**config.mk**
```make
export PLATFORM = sky130hd
export DESIGN_NAME = segmentation_region_metrics
export DESIGN_NICKNAME = d
export VERILOG_FILES = /design/src/rtl/srm_pkg.sv /design/src/rtl/srm_front.sv /design/src/rtl/srm_fifo.sv /design/src/rtl/srm_back.sv /design/src/rtl/segmentation_region_metrics.sv
export SDC_FILE = /design/constraint.sdc
export NUM_CORES = 2
export LEC_CHECK = 0
export BUFFER_PORTS_ARGS = -buffer_cell sky130_fd_sc_hd__buf_4
export CAP_MARGIN = 15
export CORE_UTILIZATION = 40
export DETAILED_ROUTE_END_ITERATION = 8
export HOLD_SLACK_MARGIN = 0.05
export PLACE_DENSITY_LB_ADDON = 0.2
export SLEW_MARGIN = 10
export SYNTH_ARGS = -nofsm -noshare
export SYNTH_HDL_FRONTEND = slang
export SYNTH_SLANG_ARGS = --single-unit
```
**constraint.sdc**
```tcl
create_clock -name aclk -period 19 [get_ports aclk]
set_clock_uncertainty 0.2 [all_clocks]
set_input_delay 0 -clock aclk [delete_from_list [all_inputs] [get_ports aclk]]
set_output_delay 0 -clock aclk [all_outputs]
set_load 0.1 [all_outputs]
```
**src/rtl/srm_pkg.sv**
```systemverilog
// ----------------------------------------------------------------------------
// srm_pkg
// Shared types and constants for the segmentation region metrics block.
// ----------------------------------------------------------------------------
package srm_pkg;

    localparam int MAX_WIDTH_DEF  = 4096;
    localparam int MAX_HEIGHT_DEF = 4096;
    localparam int FRAC_BITS_DEF  = 16;

    localparam int CNT_W = 25;
    localparam int MET_W = 17;
    localparam int POS_W = 12;
    localparam int SQ_W  = 28;

    // configuration register indexes
    localparam logic [2:0] REG_FRAME_WIDTH = 3'd0;
    localparam logic [2:0] REG_CENTER_X    = 3'd1;
    localparam logic [2:0] REG_CENTER_Y    = 3'd2;
    localparam logic [2:0] REG_CENTER_RSQ  = 3'd3;
    localparam logic [2:0] REG_EDGE_RSQ    = 3'd4;

    // region codes
    localparam logic [1:0] REGION_FULL   = 2'd0;
    localparam logic [1:0] REGION_CENTER = 2'd1;
    localparam logic [1:0] REGION_EDGE   = 2'd2;

    typedef struct packed {
        logic pred_bit;
        logic truth_bit;
        logic frame_end;
    } in_beat_t;

    typedef struct packed {
        logic [1:0]       region_id;
        logic [CNT_W-1:0] true_pos;
        logic [CNT_W-1:0] false_pos;
        logic [CNT_W-1:0] false_neg;
        logic [CNT_W-1:0] true_neg;
        logic [MET_W-1:0] iou_q16;
        logic [MET_W-1:0] precision_q16;
        logic [MET_W-1:0] recall_q16;
        logic [MET_W-1:0] f1_q16;
        logic             last_of_run;
    } out_beat_t;

    // classified pixel passed from front to back
    typedef struct packed {
        logic pred_bit;
        logic truth_bit;
        logic in_center;
        logic in_edge;
        logic frame_end;
    } pix_class_t;

    typedef struct packed {
        logic [CNT_W-1:0] tp;
        logic [CNT_W-1:0] fp;
        logic [CNT_W-1:0] fn;
        logic [CNT_W-1:0] tot;
    } region_cnt_t;

    function automatic logic [CNT_W-1:0] sat_inc(input logic [CNT_W-1:0] v);
        sat_inc = (&v) ? v : v + CNT_W'(1);
    endfunction

endpackage

```
**src/rtl/srm_front.sv**
```systemverilog
// ----------------------------------------------------------------------------
// srm_front
// Tracks raster position and classes each pixel into center and edge regions.
// ----------------------------------------------------------------------------
module srm_front #(
    parameter int MAX_WIDTH  = srm_pkg::MAX_WIDTH_DEF,
    parameter int MAX_HEIGHT = srm_pkg::MAX_HEIGHT_DEF
) (
    input  logic                     aclk,
    input  logic                     aresetn,
    input  logic                     s_valid,
    output logic                     s_ready,
    input  srm_pkg::in_beat_t        s_data,
    input  logic [12:0]              frame_width,
    input  logic [12:0]              center_x_doubled,
    input  logic [12:0]              center_y_doubled,
    input  logic [srm_pkg::SQ_W-1:0] center_radius_sq,
    input  logic [srm_pkg::SQ_W-1:0] edge_radius_sq,
    output logic                     q_valid,
    input  logic                     q_ready,
    output srm_pkg::pix_class_t      q_data
);
    localparam int XW = $clog2(MAX_WIDTH);
    localparam int YW = $clog2(MAX_HEIGHT);
    localparam int WW = XW + 1;
    localparam int DW = (XW > YW ? XW : YW) + 2;

    logic [XW-1:0] col_reg, col_next;
    logic [YW-1:0] row_reg, row_next;
    logic [WW-1:0] w_eff;
    logic [DW-1:0] dx, dy, x2, y2;
    logic [2*DW:0] dsq;
    logic          acc;

    // stage 1: difference registers
    logic [DW-1:0] dx_reg, dy_reg;
    logic          v1_reg;
    logic          p1_reg, t1_reg, e1_reg;
    // stage 2: squares
    logic [2*DW-1:0] sx_reg, sy_reg;
    logic            v2_reg;
    logic            p2_reg, t2_reg, e2_reg;
    logic            adv;

    assign adv     = !v2_reg || q_ready;
    assign s_ready = adv;
    assign acc     = s_valid && s_ready;

    // effective width clamped to 1..MAX_WIDTH
    always_comb begin
        if (frame_width == 13'd0) begin
            w_eff = WW'(1);
        end else if (32'(frame_width) > MAX_WIDTH) begin
            w_eff = WW'(MAX_WIDTH);
        end else begin
            w_eff = WW'(frame_width);
        end
    end

    // position counters
    always_comb begin
        col_next = col_reg;
        row_next = row_reg;
        if (acc) begin
            if (s_data.frame_end) begin
                col_next = '0;
                row_next = '0;
            end else if ((WW'(col_reg) + WW'(1)) >= w_eff) begin
                col_next = '0;
                row_next = (32'(row_reg) + 1 >= MAX_HEIGHT) ? '0 : row_reg + YW'(1);
            end else begin
                col_next = col_reg + XW'(1);
            end
        end
    end

    assign x2 = DW'({col_reg, 1'b0});
    assign y2 = DW'({row_reg, 1'b0});
    always_comb begin
        dx = (x2 >= DW'(center_x_doubled)) ? x2 - DW'(center_x_doubled)
                                           : DW'(center_x_doubled) - x2;
        dy = (y2 >= DW'(center_y_doubled)) ? y2 - DW'(center_y_doubled)
                                           : DW'(center_y_doubled) - y2;
    end

    assign dsq = (2*DW+1)'(sx_reg) + (2*DW+1)'(sy_reg);

    always_ff @(posedge aclk) begin
        if (!aresetn) begin
            col_reg <= '0;
            row_reg <= '0;
            v1_reg  <= 1'b0;
            v2_reg  <= 1'b0;
        end else begin
            col_reg <= col_next;
            row_reg <= row_next;
            if (adv) begin
                v1_reg <= acc;
                v2_reg <= v1_reg;
            end
        end
    end

    // payload pipeline
    always_ff @(posedge aclk) begin
        if (adv) begin
            dx_reg <= dx;
            dy_reg <= dy;
            p1_reg <= s_data.pred_bit;
            t1_reg <= s_data.truth_bit;
            e1_reg <= s_data.frame_end;
            sx_reg <= dx_reg * dx_reg;
            sy_reg <= dy_reg * dy_reg;
            p2_reg <= p1_reg;
            t2_reg <= t1_reg;
            e2_reg <= e1_reg;
        end
    end

    assign q_valid          = v2_reg;
    assign q_data.pred_bit  = p2_reg;
    assign q_data.truth_bit = t2_reg;
    assign q_data.frame_end = e2_reg;
    assign q_data.in_center = dsq < (2*DW+1)'(center_radius_sq);
    assign q_data.in_edge   = dsq > (2*DW+1)'(edge_radius_sq);

endmodule

```
**src/rtl/srm_fifo.sv**
```systemverilog
// ----------------------------------------------------------------------------
// srm_fifo
// Short queue of classified pixels between front and back.
// ----------------------------------------------------------------------------
module srm_fifo (
    input  logic                aclk,
    input  logic                aresetn,
    input  logic                w_valid,
    output logic                w_ready,
    input  srm_pkg::pix_class_t w_data,
    output logic                r_valid,
    input  logic                r_ready,
    output srm_pkg::pix_class_t r_data
);
    srm_pkg::pix_class_t mem_reg [4];
    logic [1:0] wp_reg, rp_reg;
    logic [2:0] cnt_reg;
    logic       wr, rd;

    assign w_ready = cnt_reg != 3'd4;
    assign r_valid = cnt_reg != 3'd0;
    assign wr      = w_valid && w_ready;
    assign rd      = r_valid && r_ready;
    assign r_data  = mem_reg[rp_reg];

    always_ff @(posedge aclk) begin
        if (!aresetn) begin
            wp_reg  <= '0;
            rp_reg  <= '0;
            cnt_reg <= '0;
        end else begin
            if (wr) wp_reg <= wp_reg + 2'd1;
            if (rd) rp_reg <= rp_reg + 2'd1;
            cnt_reg <= cnt_reg + 3'(wr) - 3'(rd);
        end
    end

    always_ff @(posedge aclk) begin
        if (wr) begin
            mem_reg[wp_reg] <= w_data;
        end
    end

`ifndef SYNTHESIS
    a_no_overflow: assert property (@(posedge aclk) disable iff (!aresetn)
        cnt_reg == 3'd4 |-> !wr) else $error("queue overflow");
    a_no_underflow: assert property (@(posedge aclk) disable iff (!aresetn)
        cnt_reg == 3'd0 |-> !rd) else $error("queue underflow");
    a_cnt_bound: assert property (@(posedge aclk) disable iff (!aresetn)
        cnt_reg <= 3'd4) else $error("queue count out of range");
`endif

endmodule

```
**src/rtl/srm_back.sv**
```systemverilog
// ----------------------------------------------------------------------------
// srm_back
// Counts per region and, at frame end, computes the three result beats
// with a shared bit-serial divider.
// ----------------------------------------------------------------------------
module srm_back #(
    parameter int FRAC_BITS = srm_pkg::FRAC_BITS_DEF
) (
    input  logic                aclk,
    input  logic                aresetn,
    input  logic                q_valid,
    output logic                q_ready,
    input  srm_pkg::pix_class_t q_data,
    output logic                m_valid,
    input  logic                m_ready,
    output srm_pkg::out_beat_t  m_data
);
    localparam int CW  = srm_pkg::CNT_W;
    localparam int MW  = srm_pkg::MET_W;
    localparam int DNW = CW + 2;
    localparam int NW  = DNW + FRAC_BITS + 1;
    localparam int SW  = $clog2(NW + 1);

    localparam logic [1:0] ST_COUNT = 2'd0;
    localparam logic [1:0] ST_SETUP = 2'd1;
    localparam logic [1:0] ST_DIV   = 2'd2;
    localparam logic [1:0] ST_OUT   = 2'd3;

    srm_pkg::region_cnt_t cnt_reg [3];
    logic [1:0] st_reg;
    logic [1:0] rg_reg;
    logic [1:0] mi_reg;
    logic [SW-1:0] bit_reg;
    logic [NW-1:0] num_reg;
    logic [DNW:0]  rem_reg;
    logic [DNW-1:0] den_reg;
    logic [MW-1:0] met_reg [4];
    srm_pkg::out_beat_t ob_reg;
    logic ov_reg;

    logic take;
    srm_pkg::region_cnt_t cur;
    logic [DNW-1:0] sum3, tpfp, tpfn, f1d, tp2;
    logic [DNW-1:0] sel_num, sel_den;
    logic [DNW:0] trial;

    assign q_ready = (st_reg == ST_COUNT);
    assign take    = q_valid && q_ready;

    assign cur  = cnt_reg[rg_reg];
    assign tp2  = {1'b0, cur.tp, 1'b0};
    assign sum3 = DNW'(cur.tp) + DNW'(cur.fp) + DNW'(cur.fn);
    assign tpfp = DNW'(cur.tp) + DNW'(cur.fp);
    assign tpfn = DNW'(cur.tp) + DNW'(cur.fn);
    assign f1d  = tp2 + DNW'(cur.fp) + DNW'(cur.fn);

    // metric operand select
    always_comb begin
        sel_num = DNW'(cur.tp);
        case (mi_reg)
            2'd0: sel_den = sum3;
            2'd1: sel_den = tpfp;
            2'd2: sel_den = tpfn;
            default: begin
                sel_num = tp2;
                sel_den = f1d;
            end
        endcase
    end

    assign trial = {rem_reg[DNW-1:0], num_reg[NW-1]};

    // count update
    always_ff @(posedge aclk) begin
        if (!aresetn) begin
            for (int r = 0; r < 3; r++) cnt_reg[r] <= '0;
        end else if (take) begin
            for (int r = 0; r < 3; r++) begin
                if (r == 0 || (r == 1 && q_data.in_center) || (r == 2 && q_data.in_edge))
                begin
                    if (q_data.pred_bit && q_data.truth_bit)
                        cnt_reg[r].tp <= srm_pkg::sat_inc(cnt_reg[r].tp);
                    else if (q_data.pred_bit)
                        cnt_reg[r].fp <= srm_pkg::sat_inc(cnt_reg[r].fp);
                    else if (q_data.truth_bit)
                        cnt_reg[r].fn <= srm_pkg::sat_inc(cnt_reg[r].fn);
                    cnt_reg[r].tot <= srm_pkg::sat_inc(cnt_reg[r].tot);
                end
            end
        end else if (st_reg == ST_OUT && !ov_reg && rg_reg == srm_pkg::REGION_EDGE
                     && mi_reg == 2'd0) begin
            for (int r = 0; r < 3; r++) cnt_reg[r] <= '0;
        end
    end

    // sequencer: one restoring divide per metric, one result beat per region
    always_ff @(posedge aclk) begin
        if (!aresetn) begin
            st_reg  <= ST_COUNT;
            rg_reg  <= '0;
            mi_reg  <= '0;
            bit_reg <= '0;
            ov_reg  <= 1'b0;
        end else begin
            if (ov_reg && m_ready) ov_reg <= 1'b0;
            case (st_reg)
                ST_COUNT: begin
                    if (take && q_data.frame_end) begin
                        st_reg <= ST_SETUP;
                        rg_reg <= srm_pkg::REGION_FULL;
                        mi_reg <= '0;
                    end
                end
                ST_SETUP: begin
                    rem_reg <= '0;
                    den_reg <= sel_den;
                    bit_reg <= SW'(NW);
                    // half divisor rounding folded into numerator
                    num_reg <= (NW'(sel_num) << FRAC_BITS) + NW'(sel_den >> 1);
                    st_reg  <= ST_DIV;
                end
                ST_DIV: begin
                    if (bit_reg == '0) begin
                        met_reg[mi_reg] <= (den_reg == '0) ? '0 : num_reg[MW-1:0];
                        if (mi_reg == 2'd3) begin
                            st_reg <= ST_OUT;
                            mi_reg <= '0;
                        end else begin
                            mi_reg <= mi_reg + 2'd1;
                            st_reg <= ST_SETUP;
                        end
                    end else begin
                        if (trial >= {1'b0, den_reg}) begin
                            rem_reg <= trial - {1'b0, den_reg};
                            num_reg <= {num_reg[NW-2:0], 1'b1};
                        end else begin
                            rem_reg <= trial;
                            num_reg <= {num_reg[NW-2:0], 1'b0};
                        end
                        bit_reg <= bit_reg - SW'(1);
                    end
                end
                ST_OUT: begin
                    if (!ov_reg) begin
                        ov_reg <= 1'b1;
                        ob_reg.region_id     <= rg_reg;
                        ob_reg.true_pos      <= cur.tp;
                        ob_reg.false_pos     <= cur.fp;
                        ob_reg.false_neg     <= cur.fn;
                        ob_reg.true_neg      <= (DNW'(cur.tot) >= sum3)
                                                ? CW'(DNW'(cur.tot) - sum3) : '0;
                        ob_reg.iou_q16       <= met_reg[0];
                        ob_reg.precision_q16 <= met_reg[1];
                        ob_reg.recall_q16    <= met_reg[2];
                        ob_reg.f1_q16        <= met_reg[3];
                        ob_reg.last_of_run   <= (rg_reg == srm_pkg::REGION_EDGE);
                        if (rg_reg == srm_pkg::REGION_EDGE) begin
                            st_reg <= ST_COUNT;
                            rg_reg <= '0;
                        end else begin
                            rg_reg <= rg_reg + 2'd1;
                            st_reg <= ST_SETUP;
                        end
                    end
                end
                default: st_reg <= ST_COUNT;
            endcase
        end
    end

    assign m_valid = ov_reg;
    assign m_data  = ob_reg;

`ifndef SYNTHESIS
    a_no_take_busy: assert property (@(posedge aclk) disable iff (!aresetn)
        st_reg != ST_COUNT |-> !take) else $error("pixel taken while computing");
    a_region_range: assert property (@(posedge aclk) disable iff (!aresetn)
        rg_reg != 2'd3) else $error("region index out of range");
    a_last_edge: assert property (@(posedge aclk) disable iff (!aresetn)
        m_valid && m_data.last_of_run |-> m_data.region_id == srm_pkg::REGION_EDGE)
        else $error("last flag on wrong region");
`endif

endmodule

```
**src/rtl/segmentation_region_metrics.sv**
```systemverilog
// ----------------------------------------------------------------------------
// segmentation_region_metrics
// Confusion-matrix counts and Q1.16 ratios over full, center and edge regions.
// ----------------------------------------------------------------------------
//  channel | ports            | beat
//  --------+------------------+------------------------------------------
//  input   | s_valid/s_ready  | one pixel: pred, truth, frame end
//  output  | m_valid/m_ready  | one region result, three per frame
//  config  | cfg_valid/ready  | register index and write data
//
//  pixels enter one per cycle, while s_ready is high, through a two-stage
//  distance pipeline; a frame end runs the serial divider for each region
//  (per metric a setup, 44 divide steps and a store, then the result load);
//  while a result beat waits, the pixel queue fills and s_ready drops
//  reset is synchronous, active low, and clears positions and counts
// ----------------------------------------------------------------------------
module segmentation_region_metrics #(
    parameter int MAX_WIDTH  = srm_pkg::MAX_WIDTH_DEF,
    parameter int MAX_HEIGHT = srm_pkg::MAX_HEIGHT_DEF,
    parameter int FRAC_BITS  = srm_pkg::FRAC_BITS_DEF
) (
    input  logic               aclk,
    input  logic               aresetn,
    input  logic               s_valid,
    output logic               s_ready,
    input  srm_pkg::in_beat_t  s_data,
    output logic               m_valid,
    input  logic               m_ready,
    output srm_pkg::out_beat_t m_data,
    input  logic               cfg_valid,
    output logic               cfg_ready,
    input  logic [2:0]         cfg_index,
    input  logic [31:0]        cfg_data
);
    logic [12:0] fw_reg, cx_reg, cy_reg;
    logic [srm_pkg::SQ_W-1:0] crs_reg, ers_reg;
    logic f_valid, f_ready, b_valid, b_ready;
    srm_pkg::pix_class_t f_data, b_data;

    assign cfg_ready = 1'b1;

    // configuration registers
    always_ff @(posedge aclk) begin
        if (!aresetn) begin
            fw_reg  <= 13'd640;
            cx_reg  <= 13'd640;
            cy_reg  <= 13'd480;
            crs_reg <= '0;
            ers_reg <= '0;
        end else if (cfg_valid) begin
            case (cfg_index)
                srm_pkg::REG_FRAME_WIDTH: fw_reg  <= cfg_data[12:0];
                srm_pkg::REG_CENTER_X:    cx_reg  <= cfg_data[12:0];
                srm_pkg::REG_CENTER_Y:    cy_reg  <= cfg_data[12:0];
                srm_pkg::REG_CENTER_RSQ:  crs_reg <= cfg_data[srm_pkg::SQ_W-1:0];
                srm_pkg::REG_EDGE_RSQ:    ers_reg <= cfg_data[srm_pkg::SQ_W-1:0];
                default: ;
            endcase
        end
    end

    srm_front #(.MAX_WIDTH(MAX_WIDTH), .MAX_HEIGHT(MAX_HEIGHT)) u_front (
        .aclk(aclk), .aresetn(aresetn),
        .s_valid(s_valid), .s_ready(s_ready), .s_data(s_data),
        .frame_width(fw_reg), .center_x_doubled(cx_reg), .center_y_doubled(cy_reg),
        .center_radius_sq(crs_reg), .edge_radius_sq(ers_reg),
        .q_valid(f_valid), .q_ready(f_ready), .q_data(f_data)
    );

    srm_fifo u_fifo (
        .aclk(aclk), .aresetn(aresetn),
        .w_valid(f_valid), .w_ready(f_ready), .w_data(f_data),
        .r_valid(b_valid), .r_ready(b_ready), .r_data(b_data)
    );

    srm_back #(.FRAC_BITS(FRAC_BITS)) u_back (
        .aclk(aclk), .aresetn(aresetn),
        .q_valid(b_valid), .q_ready(b_ready), .q_data(b_data),
        .m_valid(m_valid), .m_ready(m_ready), .m_data(m_data)
    );

endmodule

```
==> impl_metrics.tcl <==
set metrics [dict create \
    status "complete, no violations" \
    drv_cap 0 \
    cts-root-buf "clkbuf_16" \
    crit_buf_inv 2 \
    antenna_found_initial 3 \
    drc 0 \
    end_kind "register" \
    dr.pass1.iters 7 \
    antenna_cells 0 \
    place_congestion 0.932 \
    cts_made_buffers 100 \
    ant_nets 0 \
    hold_path_depth 5 \
    syn_area_per_cell_um2 9.55 \
    cp_top_family "compound AO/OA/AOI/OAI gates" \
    synth_enable_flop_cells 520 \
    reg2reg_depth 35 \
    finalSetupTns_ns 0 \
    hp-class "in2reg" \
    min_from "cfg_index[1]" \
    mostFrequentLayoutCells "nand2_1, nor2_1, edfxtp_1, ha_1, inv_1" \
    io_buffers 211 \
    fin_crit_ns 10.56 \
    cts.hold.buffers_added 84 \
    synth_cell_types 102 \
    cts_max_path_buffers 3 \
    worstPathRequired_ns 19.25 \
    path_max_fanout 48 \
    critical_path_class "reg2reg" \
    num_vias 46700 \
    cts_tree "done" \
    clk_pin_slew_ns 0.07 \
    yosys-top-cells-area "edfxtp_1, dfxtp_1, ha_1" \
    synth_area_um2 61500 \
    clkLatencyLatePin_ns 0.75 \
    grt_pass1_wl_mm 261 \
    synth_seq_cells 890 \
    grt_max_degree 105 \
    ctsResizeCount 0 \
    cpPeakStageDelay_ns 0.91 \
    fp.dieW_um 394 \
    post-cts-setup-buffers 0 \
    yosys_warnings 0 \
    slew_headroom 0.215 \
    grt.total_usage 0.212 \
    num_rows 143 \
    grt_pass1_vias 45500 \
    vias_per_cell 5.29 \
    ys.flop_type "edfxtp_1" \
    synth_top_cell_area_share 0.254 \
    yosysSeqAreaShare 0.374 \
    worst_pin_slew_ns 1.17 \
    final_nets 7522 \
    core_area_um2 152000 \
    fin_util 0.458 \
    cp.arrival_ns 10.81 \
    die-area_um2 155000 \
    layout_commonest_cell "nand2_1" \
    r2r_slack_ns 8.44 \
    p_leak_nw 29.1 \
    initial_utilization 0.404 \
    drtIter0Drc 2999 \
    die_y_um 394 \
    power_density_nw_per_um2 111 \
    cp_slowest_cell "dfxtp_4" \
    hold_path_end "cx_reg[0]" \
    drive_gt1_frac 0.0786 \
    syn_inst 6438 \
    rr_endpoint "u_back.num_reg[36]" \
    dp.final_hpwl_mm 128 \
    largest_register_ffs 300 \
    wl_per_cell_um 19.0 \
    max_clock_freq_mhz 94.7 \
    path_common_cell "a21oi_1" \
    io_pins 217 \
    drt-total-wl_mm 168 \
    grt.overflow.total 0 \
    clock_sinks 890 \
    syn_nets 7253 \
    hold_viol 0 \
    htree_levels 3 \
    yosys.area.top_type "edfxtp_1" \
    rsz0062_at_grt "false" \
    layout-area-overhead-vs-synth_pct 13.4 \
    timing.final.crit_share 0.556 \
    finalSetupViolations 0 \
    ir_drop_mv 0.0972 \
    synthArstFlopShare 0 \
    cp-start-kind "register" \
    slew_viol_final 0 \
]
metal layers:
metal / vias to the layer above / share of wire / global-route usage
met5: - / 0 / 0
met3: 223 / 0.039 / 0.0250
met4: 0 / 0.024 / 0.0586
met2: 962 / 0.47 / 0.355
li1: 23000 / - / -
met1: 22500 / 0.46 / 0.288
cell usage after synthesis, drive strengths merged, types with 105 or more instances:
| cell type | count |
|---|---|
| a21o | 136 |
| a21oi | 419 |
| and2 | 159 |
| clkbuf | 174 |
| dfxtp | 370 |
| edfxtp | 520 |
| fa | 270 |
| ha | 502 |
| inv | 496 |
| mux2i | 158 |
| nand2 | 673 |
| nand3 | 174 |
| nand4 | 105 |
| nor2 | 605 |
| o21ai | 271 |
| xnor2 | 233 |
| xor2 | 260 |
worst max path at each step:
stage / end / slack, ns / startpoint / cells after the start
after floorplan: u_back.cnt_reg[2][25] / 2.83 / u_back.m_valid / 8
after global placement: u_back.num_reg[36] / 8.67 / register / 35
after detailed placement: u_back.num_reg[36] / 8.71 / register / 35
after CTS: u_back.num_reg[36] / 8.67 / register / 35
after global routing: u_back.num_reg[36] / 7.99 / register / 35
final: u_back.num_reg[36] / 8.44 / register / 35
power breakdown:
part	switching, mW	total (mW)	internal, mW	leakage [nW]
Clock	0.844	2.02	1.17	1.69
Sequential	0.157	2.52	2.36	8.04
Combinational	1.89	3.25	1.35	19.4
Total	2.89	7.78	4.88	29.1
through the flow:
step / setup WS, ns / power (mW) / cells / instance area (µm²) / hold WS (ns)
floorplan: 2.83 / 5.02 / 6438 / 61500 / -0.101
global placement: 8.67 / 5.76 / 8547 / 65400 / -0.0186
detailed placement: 8.71 / 5.79 / 8548 / 65400 / -0.0193
CTS: 8.67 / 7.88 / 8821 / 69700 / 0.127
global route: 7.99 / 8.42 / 8824 / 69800 / 0.0778
finish: 8.44 / 7.78 / 8824 / 69800 / 0.0968
cells by family after synthesis:
logic type	share of synthesized area
xor+xnor	0.0702
mux	0.0299
flops	0.374
fa+ha+maj	0.190
simple gates	0.170
buf+inv	0.0437
other cells	0.0000610
compound gates	0.122
area by class of cell:
cell class,count,area [µm²]
flip-flops and latches,890,23000
clock buffers,127,2710
repair buffers,374,3020
fillers,14600,82500
clock inverters,62,767
well taps,2030,2540
inverters,498,1870
multi-input cells,4843,35800
tightest hold or removal path, stage by stage:
cell and delay [ns]:
dlygate4sd3_1 0.54, buf_4 0.17, nor2_1 0.11, nand2_1 0.08, a21oi_1 0.05
(Power assumes the default switching activity.)
